--- src/sv/word_alu_with_register_file_core_macros.svh ---
// ----------------------------------------------------------------------------
// word alu core assertion macros
// shared concurrent assertion forms for the word alu core
// ----------------------------------------------------------------------------
`ifndef WORD_ALU_WITH_REGISTER_FILE_CORE_MACROS_SVH
`define WORD_ALU_WITH_REGISTER_FILE_CORE_MACROS_SVH

// same-cycle implication, disabled during reset
`define WRF_ASSERT_IMPL(label, clk, rst_n, ante, cons, msg) \
    label: assert property (@(posedge clk) disable iff (!rst_n) (ante) |-> (cons)) \
        else $error(msg);

// next-cycle implication, disabled during reset
`define WRF_ASSERT_NEXT(label, clk, rst_n, ante, cons, msg) \
    label: assert property (@(posedge clk) disable iff (!rst_n) (ante) |=> (cons)) \
        else $error(msg);

`endif

--- src/sv/wrf_pkg.sv ---
// ----------------------------------------------------------------------------
// wrf_pkg
// shared types and constants of the word alu core
// ----------------------------------------------------------------------------
package wrf_pkg;

    localparam int DEF_NUM_REGS   = 10;
    localparam int DEF_WORD_BITS  = 24;

    localparam int OP_BITS        = 3;
    localparam int FIELD_BITS     = 24;
    localparam int REG_FIELD_BITS = 4;
    localparam int STATUS_BITS    = 2;

    // accumulator is register zero
    localparam int ACC_REG        = 0;

    typedef enum logic [OP_BITS-1:0] {
        OP_ADD,
        OP_SUB,
        OP_MUL,
        OP_DIV,
        OP_AND,
        OP_OR,
        OP_XOR,
        OP_NOT
    } wrf_op_t;

    typedef enum logic [STATUS_BITS-1:0] {
        ST_OK,
        ST_BAD_REG,
        ST_DIV_ZERO
    } wrf_status_t;

    // sequencer to arithmetic unit
    typedef struct packed {
        logic    start;
        wrf_op_t op;
    } wrf_req_t;

    // arithmetic unit to sequencer
    typedef struct packed {
        logic done;
        logic div_zero;
    } wrf_rsp_t;

endpackage

--- src/sv/wrf_regfile.sv ---
// ----------------------------------------------------------------------------
// wrf_regfile
// register file memory, one registered read port and one write port
// ----------------------------------------------------------------------------
module wrf_regfile #(
    parameter int NUM_REGS  = wrf_pkg::DEF_NUM_REGS,
    parameter int WORD_BITS = wrf_pkg::DEF_WORD_BITS
) (
    input  logic                        clk,
    input  logic                        rst_n,
    input  logic [$clog2(NUM_REGS)-1:0] rd_addr,
    output logic [WORD_BITS-1:0]        rd_data,
    input  logic                        wr_en,
    input  logic [$clog2(NUM_REGS)-1:0] wr_addr,
    input  logic [WORD_BITS-1:0]        wr_data
);
    import wrf_pkg::*;

    logic [WORD_BITS-1:0] mem [NUM_REGS];
    logic [NUM_REGS-1:0]  valid_reg;
    logic [WORD_BITS-1:0] rd_data_reg;
    logic                 rd_valid_reg;

    // per-entry valid bits stand in for the zero reset of the array
    always_ff @(posedge clk or negedge rst_n)
    begin
        if (!rst_n)
        begin
            valid_reg    <= '0;
            rd_valid_reg <= 1'b0;
        end
        else
        begin
            if (wr_en)
            begin
                valid_reg[wr_addr] <= 1'b1;
            end
            rd_valid_reg <= valid_reg[rd_addr];
        end
    end

    always_ff @(posedge clk)
    begin
        if (wr_en)
        begin
            mem[wr_addr] <= wr_data;
        end
        rd_data_reg <= mem[rd_addr];
    end

    assign rd_data = rd_valid_reg ? rd_data_reg : '0;

endmodule

--- src/sv/wrf_unit.sv ---
// ----------------------------------------------------------------------------
// wrf_unit
// shared adder unit: single-step logic, add and subtract, bit-serial multiply and divide
// ----------------------------------------------------------------------------
module wrf_unit #(
    parameter int WORD_BITS = wrf_pkg::DEF_WORD_BITS
) (
    input  logic                 clk,
    input  logic                 rst_n,
    input  wrf_pkg::wrf_req_t    req,
    input  logic [WORD_BITS-1:0] opa,
    input  logic [WORD_BITS-1:0] opb,
    output wrf_pkg::wrf_rsp_t    rsp,
    output logic [WORD_BITS-1:0] result
);
    import wrf_pkg::*;

    localparam int CntW = $clog2(WORD_BITS);
    localparam logic [CntW-1:0] LastCnt = CntW'(WORD_BITS - 1);

    typedef enum logic [2:0] {
        U_IDLE,
        U_MUL,
        U_ABS_A,
        U_ABS_B,
        U_DIV,
        U_SIGN
    } ustate_t;

    ustate_t              state_reg, state_next;
    logic [WORD_BITS-1:0] acc_reg, acc_next;
    logic [WORD_BITS-1:0] mcd_reg, mcd_next;
    logic [WORD_BITS-1:0] shf_reg, shf_next;
    logic [WORD_BITS-1:0] res_reg, res_next;
    logic [CntW-1:0]      cnt_reg, cnt_next;
    logic                 neg_reg, neg_next;
    logic                 done_reg, done_next;
    logic                 dz_reg, dz_next;

    logic [WORD_BITS-1:0] add_x;
    logic [WORD_BITS-1:0] add_y;
    logic                 add_cin;
    logic [WORD_BITS:0]   add_sum;
    logic [WORD_BITS-1:0] trial;

    // partial remainder shifted left with the next dividend bit
    assign trial = {acc_reg[WORD_BITS-2:0], shf_reg[WORD_BITS-1]};

    // operand selection for the one shared adder
    always_comb
    begin
        add_x   = '0;
        add_y   = '0;
        add_cin = 1'b0;
        unique case (state_reg)
            U_IDLE:
            begin
                add_x   = opa;
                add_y   = (req.op == OP_SUB) ? ~opb : opb;
                add_cin = (req.op == OP_SUB);
            end
            U_MUL:
            begin
                add_x = acc_reg;
                add_y = shf_reg[0] ? mcd_reg : '0;
            end
            U_ABS_A:
            begin
                add_y   = ~shf_reg;
                add_cin = 1'b1;
            end
            U_ABS_B:
            begin
                add_y   = ~mcd_reg;
                add_cin = 1'b1;
            end
            U_DIV:
            begin
                add_x   = trial;
                add_y   = ~mcd_reg;
                add_cin = 1'b1;
            end
            U_SIGN:
            begin
                add_y   = ~shf_reg;
                add_cin = 1'b1;
            end
            default:
            begin
            end
        endcase
        add_sum = {1'b0, add_x} + {1'b0, add_y} + {{WORD_BITS{1'b0}}, add_cin};
    end

    always_comb
    begin
        state_next = state_reg;
        acc_next   = acc_reg;
        mcd_next   = mcd_reg;
        shf_next   = shf_reg;
        res_next   = res_reg;
        cnt_next   = cnt_reg;
        neg_next   = neg_reg;
        done_next  = 1'b0;
        dz_next    = 1'b0;
        unique case (state_reg)
            U_IDLE:
            begin
                if (req.start)
                begin
                    unique case (req.op) inside
                        OP_ADD, OP_SUB:
                        begin
                            res_next  = add_sum[WORD_BITS-1:0];
                            done_next = 1'b1;
                        end
                        OP_AND:
                        begin
                            res_next  = opa & opb;
                            done_next = 1'b1;
                        end
                        OP_OR:
                        begin
                            res_next  = opa | opb;
                            done_next = 1'b1;
                        end
                        OP_XOR:
                        begin
                            res_next  = opa ^ opb;
                            done_next = 1'b1;
                        end
                        OP_NOT:
                        begin
                            res_next  = ~opa;
                            done_next = 1'b1;
                        end
                        OP_MUL:
                        begin
                            acc_next   = '0;
                            mcd_next   = opa;
                            shf_next   = opb;
                            cnt_next   = '0;
                            state_next = U_MUL;
                        end
                        OP_DIV:
                        begin
                            if (opb == '0)
                            begin
                                done_next = 1'b1;
                                dz_next   = 1'b1;
                            end
                            else
                            begin
                                shf_next   = opa;
                                mcd_next   = opb;
                                neg_next   = opa[WORD_BITS-1] ^ opb[WORD_BITS-1];
                                state_next = U_ABS_A;
                            end
                        end
                        default:
                        begin
                        end
                    endcase
                end
            end
            U_MUL:
            begin
                // low word of the product, one multiplier bit a cycle
                acc_next = add_sum[WORD_BITS-1:0];
                mcd_next = {mcd_reg[WORD_BITS-2:0], 1'b0};
                shf_next = {1'b0, shf_reg[WORD_BITS-1:1]};
                cnt_next = cnt_reg + 1'b1;
                if (cnt_reg == LastCnt)
                begin
                    res_next   = add_sum[WORD_BITS-1:0];
                    done_next  = 1'b1;
                    state_next = U_IDLE;
                end
            end
            U_ABS_A:
            begin
                if (shf_reg[WORD_BITS-1])
                begin
                    shf_next = add_sum[WORD_BITS-1:0];
                end
                state_next = U_ABS_B;
            end
            U_ABS_B:
            begin
                if (mcd_reg[WORD_BITS-1])
                begin
                    mcd_next = add_sum[WORD_BITS-1:0];
                end
                acc_next   = '0;
                cnt_next   = '0;
                state_next = U_DIV;
            end
            U_DIV:
            begin
                // restoring step, carry out means the trial subtract fits
                acc_next = add_sum[WORD_BITS] ? add_sum[WORD_BITS-1:0] : trial;
                shf_next = {shf_reg[WORD_BITS-2:0], add_sum[WORD_BITS]};
                cnt_next = cnt_reg + 1'b1;
                if (cnt_reg == LastCnt)
                begin
                    state_next = U_SIGN;
                end
            end
            U_SIGN:
            begin
                res_next   = neg_reg ? add_sum[WORD_BITS-1:0] : shf_reg;
                done_next  = 1'b1;
                state_next = U_IDLE;
            end
            default:
            begin
                state_next = U_IDLE;
            end
        endcase
    end

    always_ff @(posedge clk or negedge rst_n)
    begin
        if (!rst_n)
        begin
            state_reg <= U_IDLE;
            acc_reg   <= '0;
            mcd_reg   <= '0;
            shf_reg   <= '0;
            res_reg   <= '0;
            cnt_reg   <= '0;
            neg_reg   <= 1'b0;
            done_reg  <= 1'b0;
            dz_reg    <= 1'b0;
        end
        else
        begin
            state_reg <= state_next;
            acc_reg   <= acc_next;
            mcd_reg   <= mcd_next;
            shf_reg   <= shf_next;
            res_reg   <= res_next;
            cnt_reg   <= cnt_next;
            neg_reg   <= neg_next;
            done_reg  <= done_next;
            dz_reg    <= dz_next;
        end
    end

    always_comb
    begin
        rsp.done     = done_reg;
        rsp.div_zero = dz_reg;
    end

    assign result = res_reg;

endmodule

--- src/sv/word_alu_with_register_file_core.sv ---
// ----------------------------------------------------------------------------
// word_alu_with_register_file_core
// signed word alu on a small register file, one instruction per transfer
// ----------------------------------------------------------------------------
//  channel  direction  handshake              payload
//  cmd      in         cmd_valid / cmd_stall  opcode register_form mem_operand
//                                             src_reg dst_reg
//  rsp      out        rsp_valid / rsp_stall  status written_reg result_word
//
//  instructions run one at a time: a bad register goes straight to the
//  result, add, sub and logic finish at the launch, and mul and div run
//  the bit-serial adder loop; divide by zero returns after the launch with no loop
//  reset clears the register file at once through per-entry valid bits
//  cmd_stall is high from a cmd transfer until the result sits in the
//  output register; a held result only delays the final load
// ----------------------------------------------------------------------------
`include "word_alu_with_register_file_core_macros.svh"

module word_alu_with_register_file_core #(
    parameter int NUM_REGS  = wrf_pkg::DEF_NUM_REGS,
    parameter int WORD_BITS = wrf_pkg::DEF_WORD_BITS
) (
    input  logic                               clk,
    input  logic                               rst_n,
    input  logic                               cmd_valid,
    output logic                               cmd_stall,
    input  logic [wrf_pkg::OP_BITS-1:0]        opcode,
    input  logic                               register_form,
    input  logic [wrf_pkg::FIELD_BITS-1:0]     mem_operand,
    input  logic [wrf_pkg::REG_FIELD_BITS-1:0] src_reg,
    input  logic [wrf_pkg::REG_FIELD_BITS-1:0] dst_reg,
    output logic                               rsp_valid,
    input  logic                               rsp_stall,
    output logic [wrf_pkg::STATUS_BITS-1:0]    status,
    output logic [wrf_pkg::REG_FIELD_BITS-1:0] written_reg,
    output logic [wrf_pkg::FIELD_BITS-1:0]     result_word
);
    import wrf_pkg::*;

    localparam int AddrW = $clog2(NUM_REGS);
    // register count at one bit above the field, so sixteen still fits
    localparam logic [REG_FIELD_BITS:0] RegCount = (REG_FIELD_BITS + 1)'(NUM_REGS);
    localparam logic [AddrW-1:0] AccAddr = AddrW'(ACC_REG);

    typedef enum logic [2:0] {
        S_IDLE,
        S_READ_A,
        S_READ_B,
        S_LAUNCH,
        S_EXEC,
        S_FINISH
    } state_t;

    // sequencer state and latched instruction
    state_t               state_reg, state_next;
    wrf_op_t              op_reg, op_next;
    logic                 form_reg, form_next;
    logic [WORD_BITS-1:0] operand_reg, operand_next;
    logic [AddrW-1:0]     r1_addr_reg, r1_addr_next;
    logic [AddrW-1:0]     dest_reg, dest_next;
    logic [WORD_BITS-1:0] a_reg, a_next;
    logic [WORD_BITS-1:0] res_reg, res_next;
    wrf_status_t          st_reg, st_next;

    // output register
    logic                      rsp_valid_reg, rsp_valid_next;
    wrf_status_t               status_out_reg, status_out_next;
    logic [REG_FIELD_BITS-1:0] written_out_reg, written_out_next;
    logic [FIELD_BITS-1:0]     result_out_reg, result_out_next;

    logic                 cmd_accept;
    logic                 out_load;
    logic                 bad_reg;
    wrf_op_t              cmd_op;
    logic [WORD_BITS-1:0] cmd_operand;
    logic [FIELD_BITS+WORD_BITS-1:0] operand_ext;
    logic [FIELD_BITS+WORD_BITS-1:0] res_ext;

    // register file and arithmetic unit hookup
    logic [AddrW-1:0]     rd_addr;
    logic [WORD_BITS-1:0] rd_data;
    logic                 wr_en;
    wrf_req_t             unit_req;
    wrf_rsp_t             unit_rsp;
    logic [WORD_BITS-1:0] unit_opb;
    logic [WORD_BITS-1:0] unit_result;

    assign cmd_stall  = (state_reg != S_IDLE);
    assign cmd_accept = cmd_valid && !cmd_stall;
    assign cmd_op     = wrf_op_t'(opcode);

    // operand field fitted to the word width, zero filled or cut
    assign operand_ext = {{WORD_BITS{1'b0}}, mem_operand};
    assign cmd_operand = operand_ext[WORD_BITS-1:0];
    assign res_ext     = {{FIELD_BITS{1'b0}}, res_reg};

    // register numbers are checked only in register form; not checks r1 alone
    assign bad_reg = register_form
                     && (({1'b0, src_reg} >= RegCount)
                         || ((cmd_op != OP_NOT) && ({1'b0, dst_reg} >= RegCount)));

    // the result register is free, or its transfer happens this cycle
    assign out_load = (state_reg == S_FINISH) && (!rsp_valid_reg || !rsp_stall);

    // first read fetches the destination, which is always operand a
    assign rd_addr = (state_reg == S_READ_B) ? r1_addr_reg : dest_reg;
    assign wr_en   = out_load && (st_reg == ST_OK);

    always_comb
    begin
        unit_req.start = (state_reg == S_LAUNCH);
        unit_req.op    = op_reg;
        if (!form_reg)
        begin
            unit_opb = operand_reg;
        end
        else if (op_reg == OP_NOT)
        begin
            unit_opb = '0;
        end
        else
        begin
            unit_opb = rd_data;
        end
    end

    always_comb
    begin
        state_next       = state_reg;
        op_next          = op_reg;
        form_next        = form_reg;
        operand_next     = operand_reg;
        r1_addr_next     = r1_addr_reg;
        dest_next        = dest_reg;
        a_next           = a_reg;
        res_next         = res_reg;
        st_next          = st_reg;
        rsp_valid_next   = rsp_valid_reg && rsp_stall;
        status_out_next  = status_out_reg;
        written_out_next = written_out_reg;
        result_out_next  = result_out_reg;
        unique case (state_reg)
            S_IDLE:
            begin
                if (cmd_accept)
                begin
                    op_next      = cmd_op;
                    form_next    = register_form;
                    operand_next = cmd_operand;
                    r1_addr_next = src_reg[AddrW-1:0];
                    if (!register_form)
                    begin
                        dest_next = AccAddr;
                    end
                    else if (cmd_op == OP_NOT)
                    begin
                        dest_next = src_reg[AddrW-1:0];
                    end
                    else
                    begin
                        dest_next = dst_reg[AddrW-1:0];
                    end
                    if (bad_reg)
                    begin
                        st_next    = ST_BAD_REG;
                        state_next = S_FINISH;
                    end
                    else
                    begin
                        st_next    = ST_OK;
                        state_next = S_READ_A;
                    end
                end
            end
            S_READ_A:
            begin
                state_next = S_READ_B;
            end
            S_READ_B:
            begin
                a_next     = rd_data;
                state_next = S_LAUNCH;
            end
            S_LAUNCH:
            begin
                state_next = S_EXEC;
            end
            S_EXEC:
            begin
                if (unit_rsp.done)
                begin
                    st_next    = unit_rsp.div_zero ? ST_DIV_ZERO : ST_OK;
                    res_next   = unit_result;
                    state_next = S_FINISH;
                end
            end
            S_FINISH:
            begin
                if (out_load)
                begin
                    rsp_valid_next  = 1'b1;
                    status_out_next = st_reg;
                    if (st_reg == ST_OK)
                    begin
                        written_out_next = REG_FIELD_BITS'(dest_reg);
                        result_out_next  = res_ext[FIELD_BITS-1:0];
                    end
                    else
                    begin
                        written_out_next = '0;
                        result_out_next  = '0;
                    end
                    state_next = S_IDLE;
                end
            end
            default:
            begin
                state_next = S_IDLE;
            end
        endcase
    end

    always_ff @(posedge clk or negedge rst_n)
    begin
        if (!rst_n)
        begin
            state_reg       <= S_IDLE;
            op_reg          <= OP_ADD;
            form_reg        <= 1'b0;
            operand_reg     <= '0;
            r1_addr_reg     <= '0;
            dest_reg        <= '0;
            a_reg           <= '0;
            res_reg         <= '0;
            st_reg          <= ST_OK;
            rsp_valid_reg   <= 1'b0;
            status_out_reg  <= ST_OK;
            written_out_reg <= '0;
            result_out_reg  <= '0;
        end
        else
        begin
            state_reg       <= state_next;
            op_reg          <= op_next;
            form_reg        <= form_next;
            operand_reg     <= operand_next;
            r1_addr_reg     <= r1_addr_next;
            dest_reg        <= dest_next;
            a_reg           <= a_next;
            res_reg         <= res_next;
            st_reg          <= st_next;
            rsp_valid_reg   <= rsp_valid_next;
            status_out_reg  <= status_out_next;
            written_out_reg <= written_out_next;
            result_out_reg  <= result_out_next;
        end
    end

    assign rsp_valid   = rsp_valid_reg;
    assign status      = status_out_reg;
    assign written_reg = written_out_reg;
    assign result_word = result_out_reg;

    wrf_regfile #(
        .NUM_REGS  (NUM_REGS),
        .WORD_BITS (WORD_BITS)
    ) u_regfile (
        .clk     (clk),
        .rst_n   (rst_n),
        .rd_addr (rd_addr),
        .rd_data (rd_data),
        .wr_en   (wr_en),
        .wr_addr (dest_reg),
        .wr_data (res_reg)
    );

    wrf_unit #(
        .WORD_BITS (WORD_BITS)
    ) u_unit (
        .clk    (clk),
        .rst_n  (rst_n),
        .req    (unit_req),
        .opa    (a_reg),
        .opb    (unit_opb),
        .rsp    (unit_rsp),
        .result (unit_result)
    );

    // unit completion is only ever seen while the sequencer waits on it
    `WRF_ASSERT_IMPL(a_done_in_exec, clk, rst_n, unit_rsp.done, state_reg == S_EXEC, "unit done outside execute")
    // a cmd transfer always starts work
    `WRF_ASSERT_NEXT(a_busy_after_cmd, clk, rst_n, cmd_accept, cmd_stall, "cmd not stalled after transfer")
    // a good result names a register that exists
    `WRF_ASSERT_IMPL(a_written_in_range, clk, rst_n, rsp_valid && (status == ST_OK), (REG_FIELD_BITS + 1)'(written_reg) < RegCount, "written register out of range")

endmodule

--- config.mk ---
export PLATFORM = sky130hd
export DESIGN_NAME = word_alu_with_register_file_core
export DESIGN_NICKNAME = d
export VERILOG_FILES = /design/src/sv/wrf_pkg.sv /design/src/sv/wrf_regfile.sv /design/src/sv/wrf_unit.sv /design/src/sv/word_alu_with_register_file_core.sv
export VERILOG_INCLUDE_DIRS = /design/src /design/src/sv
export SDC_FILE = /design/constraint.sdc
export NUM_CORES = 1
export LEC_CHECK = 0
export ABC_CLOCK_PERIOD_IN_PS = 9650
export BUFFER_PORTS_ARGS = -buffer_cell sky130_fd_sc_hd__buf_2
export CAP_MARGIN = 40
export CORE_MARGIN = 2
export CORE_UTILIZATION = 40
export CTS_BUF_LIST = sky130_fd_sc_hd__clkbuf_2 sky130_fd_sc_hd__clkbuf_4 sky130_fd_sc_hd__clkbuf_8
export DETAILED_ROUTE_END_ITERATION = 7
export GPL_TIMING_DRIVEN = 0
export SLEW_MARGIN = 20
export SYNTH_ARGS = -nofsm -noshare
export SYNTH_HDL_FRONTEND = slang
export SYNTH_SLANG_ARGS = --single-unit
export TNS_END_PERCENT = 50
--- constraint.sdc ---
create_clock -name clk -period 9.65 [get_ports clk]
set_clock_uncertainty 0.05 [all_clocks]
set_input_delay 0.4825 -clock clk [delete_from_list [all_inputs] [get_ports clk]]
set_output_delay 0.4825 -clock clk [all_outputs]
set_load 0.05 [all_outputs]
==> impl_metrics.py <==
metrics = {
    "clock_tree": {
        "ctsLongestPathBuffers": 3,
        "post_cts_buffers": 0,
        "number_of_buffers_added_by_the_clock_tree_synthesis_step": 85,
        "insertion_delay_to_the_later_sink_of_the_worst_skew_pair_ns": 0.71,
        "h-tree-depth": 3,
        "numClockSinks": 502,
        "cts.reportedPaths.clkPinSlew_ns": 0.06,
        "tritoncts_clock_tree": "yes",
        "clock-root-buffer": "sky130_fd_sc_hd__clkbuf_8",
    },
    "run": {
        "cap_viol_max_count": 0,
    },
    "timing": {
        "timing.final.ws_setup_ns": 3.14,
        "finalHoldViolations": 0,
        "min_period_ns": 6.51,
        "maxClockFrequency_mhz": 154,
        "setup_viol": 0,
        "post_route_clock_period_utilization_pct": 67.4,
        "worstMarginPinSlew_ns": 0.879,
        "setup_total_negative_slack_ns": 0,
        "timing.final.max_slew_violations": 0,
        "unrepaired_setup_endpoints_after_global_routing": "no",
        "slew_headroom_pct": 41.4,
    },
    "floorplanning": {
        "floorplan.rows": 93,
        "die_area_um2": 67000,
        "placeableCoreArea_um2": 64300,
        "fp.dieW_um": 259,
        "boundaryPins": 72,
        "start_util_pct": 40.4,
        "die_h_um": 259,
    },
    "placed_design": {
        "portBuffers": 71,
        "preCtsSetupSlack_ns": 3.27,
        "gp_congestion": 0.963,
        "placed_cell_count": 3290,
        "place.detailed.hpwl_um": 65000,
    },
    "logic_synthesis": {
        "post_synth.cell_area_avg_um2": 11.2,
        "asyncSetResetFlopFracSynth_pct": 47.4,
        "mappedNetlistNets": 2441,
        "distinct_cell_type_count_of_the_synthesized_netlist": 80,
        "ys_dominant_reg_cell": "sky130_fd_sc_hd__edfxtp_1",
        "number_of_enable_flip_flop_cells_after_synthesis": 240,
        "synth_sequential_area_ratio_pct": 52.5,
        "syn_area_um2": 26000,
        "post_synth_inst_count": 2327,
        "synthesis.yosys.warnings": 0,
        "ys_ff_latch": 502,
    },
    "global_route": {
        "grt_pass1_wl_um": 129000,
        "pin_count_of_the_biggest_net_entering_global_routing": 92,
        "gr-usage-all-layers_pct": 25.7,
        "via_count_of_the_first_global_routing_pass": 20500,
        "number_of_antenna_violations_at_the_first_check_in_global_routing": 0,
        "grt_overflow": 0,
    },
    "layout": {
        "layout.core_utilization_pct": 46.7,
        "num_antenna_cells": 0,
        "fin_nets": 2675,
        "largest_reg_flops": 240,
        "top_register": "u_regfile.mem",
        "area_growth_syn_to_layout_pct": 15.6,
        "drive_above_1_share_pct": 16.6,
        "layout.cells.non_filler": 3485,
    },
    "detailed_routing": {
        "route.detailed.vias_per_inst": 5.81,
        "drcViolationCount": 0,
        "drt-wirelength-per-cell_um": 24.7,
        "route.vias.total": 20300,
        "first_pass_iters": 7,
        "aggregate_routed_wire_length_um": 86000,
        "postRouteAntennaNets": 0,
        "dr.first_iter.drc_count": 2142,
    },
    "setup_path": {
        "crit_type": "register to register",
        "crit_path_start": "op_reg[0]$_DFFE_PN0P_",
        "required_ns": 10.19,
        "crit_fanout": 10,
        "worst_setup_path_start_kind": "register",
        "critPathArrivalTime_ns": 7.04,
        "type_of_element_capturing_the_critical_path": "register",
        "critical_path.reg2reg.startpoint": "op_reg[0]$_DFFE_PN0P_",
    },
    "pwr": {
        "leakage_uw": 0.0124,
        "ir_drop_mv": 0.225,
        "pwr_density_cell_nw_per_um2": 404,
    },
    "status": {
        "status": "complete, no violations",
    },
    "min_path": {
        "timing.hold.worst.start": "rsp_stall",
        "hp-class": "input port to register",
    },
}
## final timing paths
kind                                                 endpoint  slack [ns]  cells past startpoint
max in group asynchronous       u_unit.result[10]$_DFFE_PN0P_        7.95                      4
hold reg to reg            u_regfile.valid_reg[0]$_DFFE_PN0P_        0.42                      1
setup / recovery               u_unit.mcd_reg[18]$_DFFE_PN0P_        3.14                     19
hold / removal                            rsp_valid$_DFF_PN0_        0.03                      3
min in group asynchronous      u_unit.acc_reg[18]$_DFFE_PN0P_        0.32                      2
setup reg to reg               u_unit.mcd_reg[18]$_DFFE_PN0P_        3.14                     19
## power by group
group	switching [µW]	leakage (µW)	internal, µW
Combinational	4160	0.00599	2360
Sequential	732	0.00544	2840
Clock	912	0.000989	1150
## synthesized netlist by cell type, types with 5 or more instances
library cell,instances,area [µm²]
sky130_fd_sc_hd__nand2_1,348,1310
sky130_fd_sc_hd__edfxtp_1,240,7210
sky130_fd_sc_hd__dfrtp_1,238,5960
sky130_fd_sc_hd__o21ai_0,159,796
sky130_fd_sc_hd__mux2i_1,131,1310
sky130_fd_sc_hd__clkbuf_1,129,484
sky130_fd_sc_hd__nor2_1,126,473
sky130_fd_sc_hd__a21oi_1,118,591
sky130_fd_sc_hd__inv_1,82,308
sky130_fd_sc_hd__ha_1,72,901
sky130_fd_sc_hd__mux4_2,68,1530
sky130_fd_sc_hd__nor2b_1,58,363
sky130_fd_sc_hd__a22oi_1,48,360
sky130_fd_sc_hd__mux2_2,43,484
sky130_fd_sc_hd__a222oi_1,41,410
sky130_fd_sc_hd__a211oi_1,33,248
sky130_fd_sc_hd__xor2_1,31,272
sky130_fd_sc_hd__a31oi_1,30,188
sky130_fd_sc_hd__a22o_1,29,254
sky130_fd_sc_hd__dfxtp_1,24,480
sky130_fd_sc_hd__o221ai_1,23,201
sky130_fd_sc_hd__nor3_1,22,110
sky130_fd_sc_hd__nand3_1,20,100
sky130_fd_sc_hd__o211ai_1,18,135
sky130_fd_sc_hd__buf_1,17,63.8
sky130_fd_sc_hd__xnor2_1,15,131
sky130_fd_sc_hd__buf_2,14,70.1
sky130_fd_sc_hd__nor4_1,12,75.1
sky130_fd_sc_hd__a21o_1,11,82.6
sky130_fd_sc_hd__nand2b_1,11,68.8
sky130_fd_sc_hd__or2_2,9,56.3
sky130_fd_sc_hd__a221o_1,8,80.1
sky130_fd_sc_hd__and3_1,8,50.1
sky130_fd_sc_hd__buf_4,6,45.0
sky130_fd_sc_hd__nand4_1,6,37.5
sky130_fd_sc_hd__o21ai_1,6,30.0
sky130_fd_sc_hd__and2_1,5,31.3
## cell families (layout without fill, tap and decap cells)
| kind of cell | count (synthesis) | after routing | synth area share [%] |
|---|---|---|---|
| mux | 243 | 243 | 12.9 |
| compound gates | 572 | 572 | 14.9 |
| fa+ha+maj | 75 | 75 | 3.66 |
| buf+inv | 250 | 553 | 3.77 |
| simple gates | 638 | 638 | 10.7 |
| flops | 502 | 502 | 52.5 |
| xor+xnor | 47 | 47 | 1.61 |
## through the flow
stage,hold WS [ns],area [µm²],power [µW]
after detailed placement,0.408,27800,9900
after global placement,0.396,27400,9700
final,0.0336,30000,12100
after floorplan,0.137,26000,7640
after CTS,0.00229,30000,12000
after global routing,0.0648,30000,12900
## per-layer routing
layer	track usage [%]	part of all wire, %	vias to the layer above
met5	0	0	-
met4	10.6	4.1	0
met3	4.12	6.3	206
met2	42.9	48	784
met1	33.4	42	10200
li1	-	-	9078
## worst max-delay path, cell delays in order, from the launching register on
cell and delay, ns:
sky130_fd_sc_hd__dfrtp_1 0.32, sky130_fd_sc_hd__clkbuf_1 0.56, sky130_fd_sc_hd__inv_1 0.31, sky130_fd_sc_hd__buf_2 0.32, sky130_fd_sc_hd__nor3_2 0.69, sky130_fd_sc_hd__buf_2 0.47, sky130_fd_sc_hd__a21boi_0 0.16, sky130_fd_sc_hd__a21oi_1 0.23
sky130_fd_sc_hd__fa_1 0.27, sky130_fd_sc_hd__inv_1 0.08, sky130_fd_sc_hd__fa_1 0.46, sky130_fd_sc_hd__nor2b_1 0.24, sky130_fd_sc_hd__o2111ai_2 0.15, sky130_fd_sc_hd__nand4b_1 0.20, sky130_fd_sc_hd__nand4_1 0.39, sky130_fd_sc_hd__nand3_1 0.32
sky130_fd_sc_hd__a41oi_1 0.17, sky130_fd_sc_hd__xnor2_1 0.59, sky130_fd_sc_hd__a222oi_1 0.23, sky130_fd_sc_hd__o21ai_0 0.20
## layout by cell type, fill, tap and decap left out, drive strengths merged, types with 72 or more instances in the layout
cell type	n
a21oi	120
buf	149
clkbuf	275
dfrtp	238
edfxtp	240
ha	72
inv	89
mux2i	132
nand2	348
nor2	127
o21ai	165
## area by class of cell
class | instances | area (µm²)
clock inverters | 13 | 144
fillers | 6021 | 34300
repair buffers | 147 | 1080
flip-flops and latches | 502 | 13600
clock buffers | 143 | 1700
inverters | 84 | 315
plain buffers | 166 | 663
multi-input cells | 1575 | 11400
well taps | 855 | 1070
## timing repair
action	CTS	global route
resized for setup	0	0
endpoints found under the hold margin	121	0
hold buffers	32	0
No activity file was read; power rests on OpenSTA's default activity.
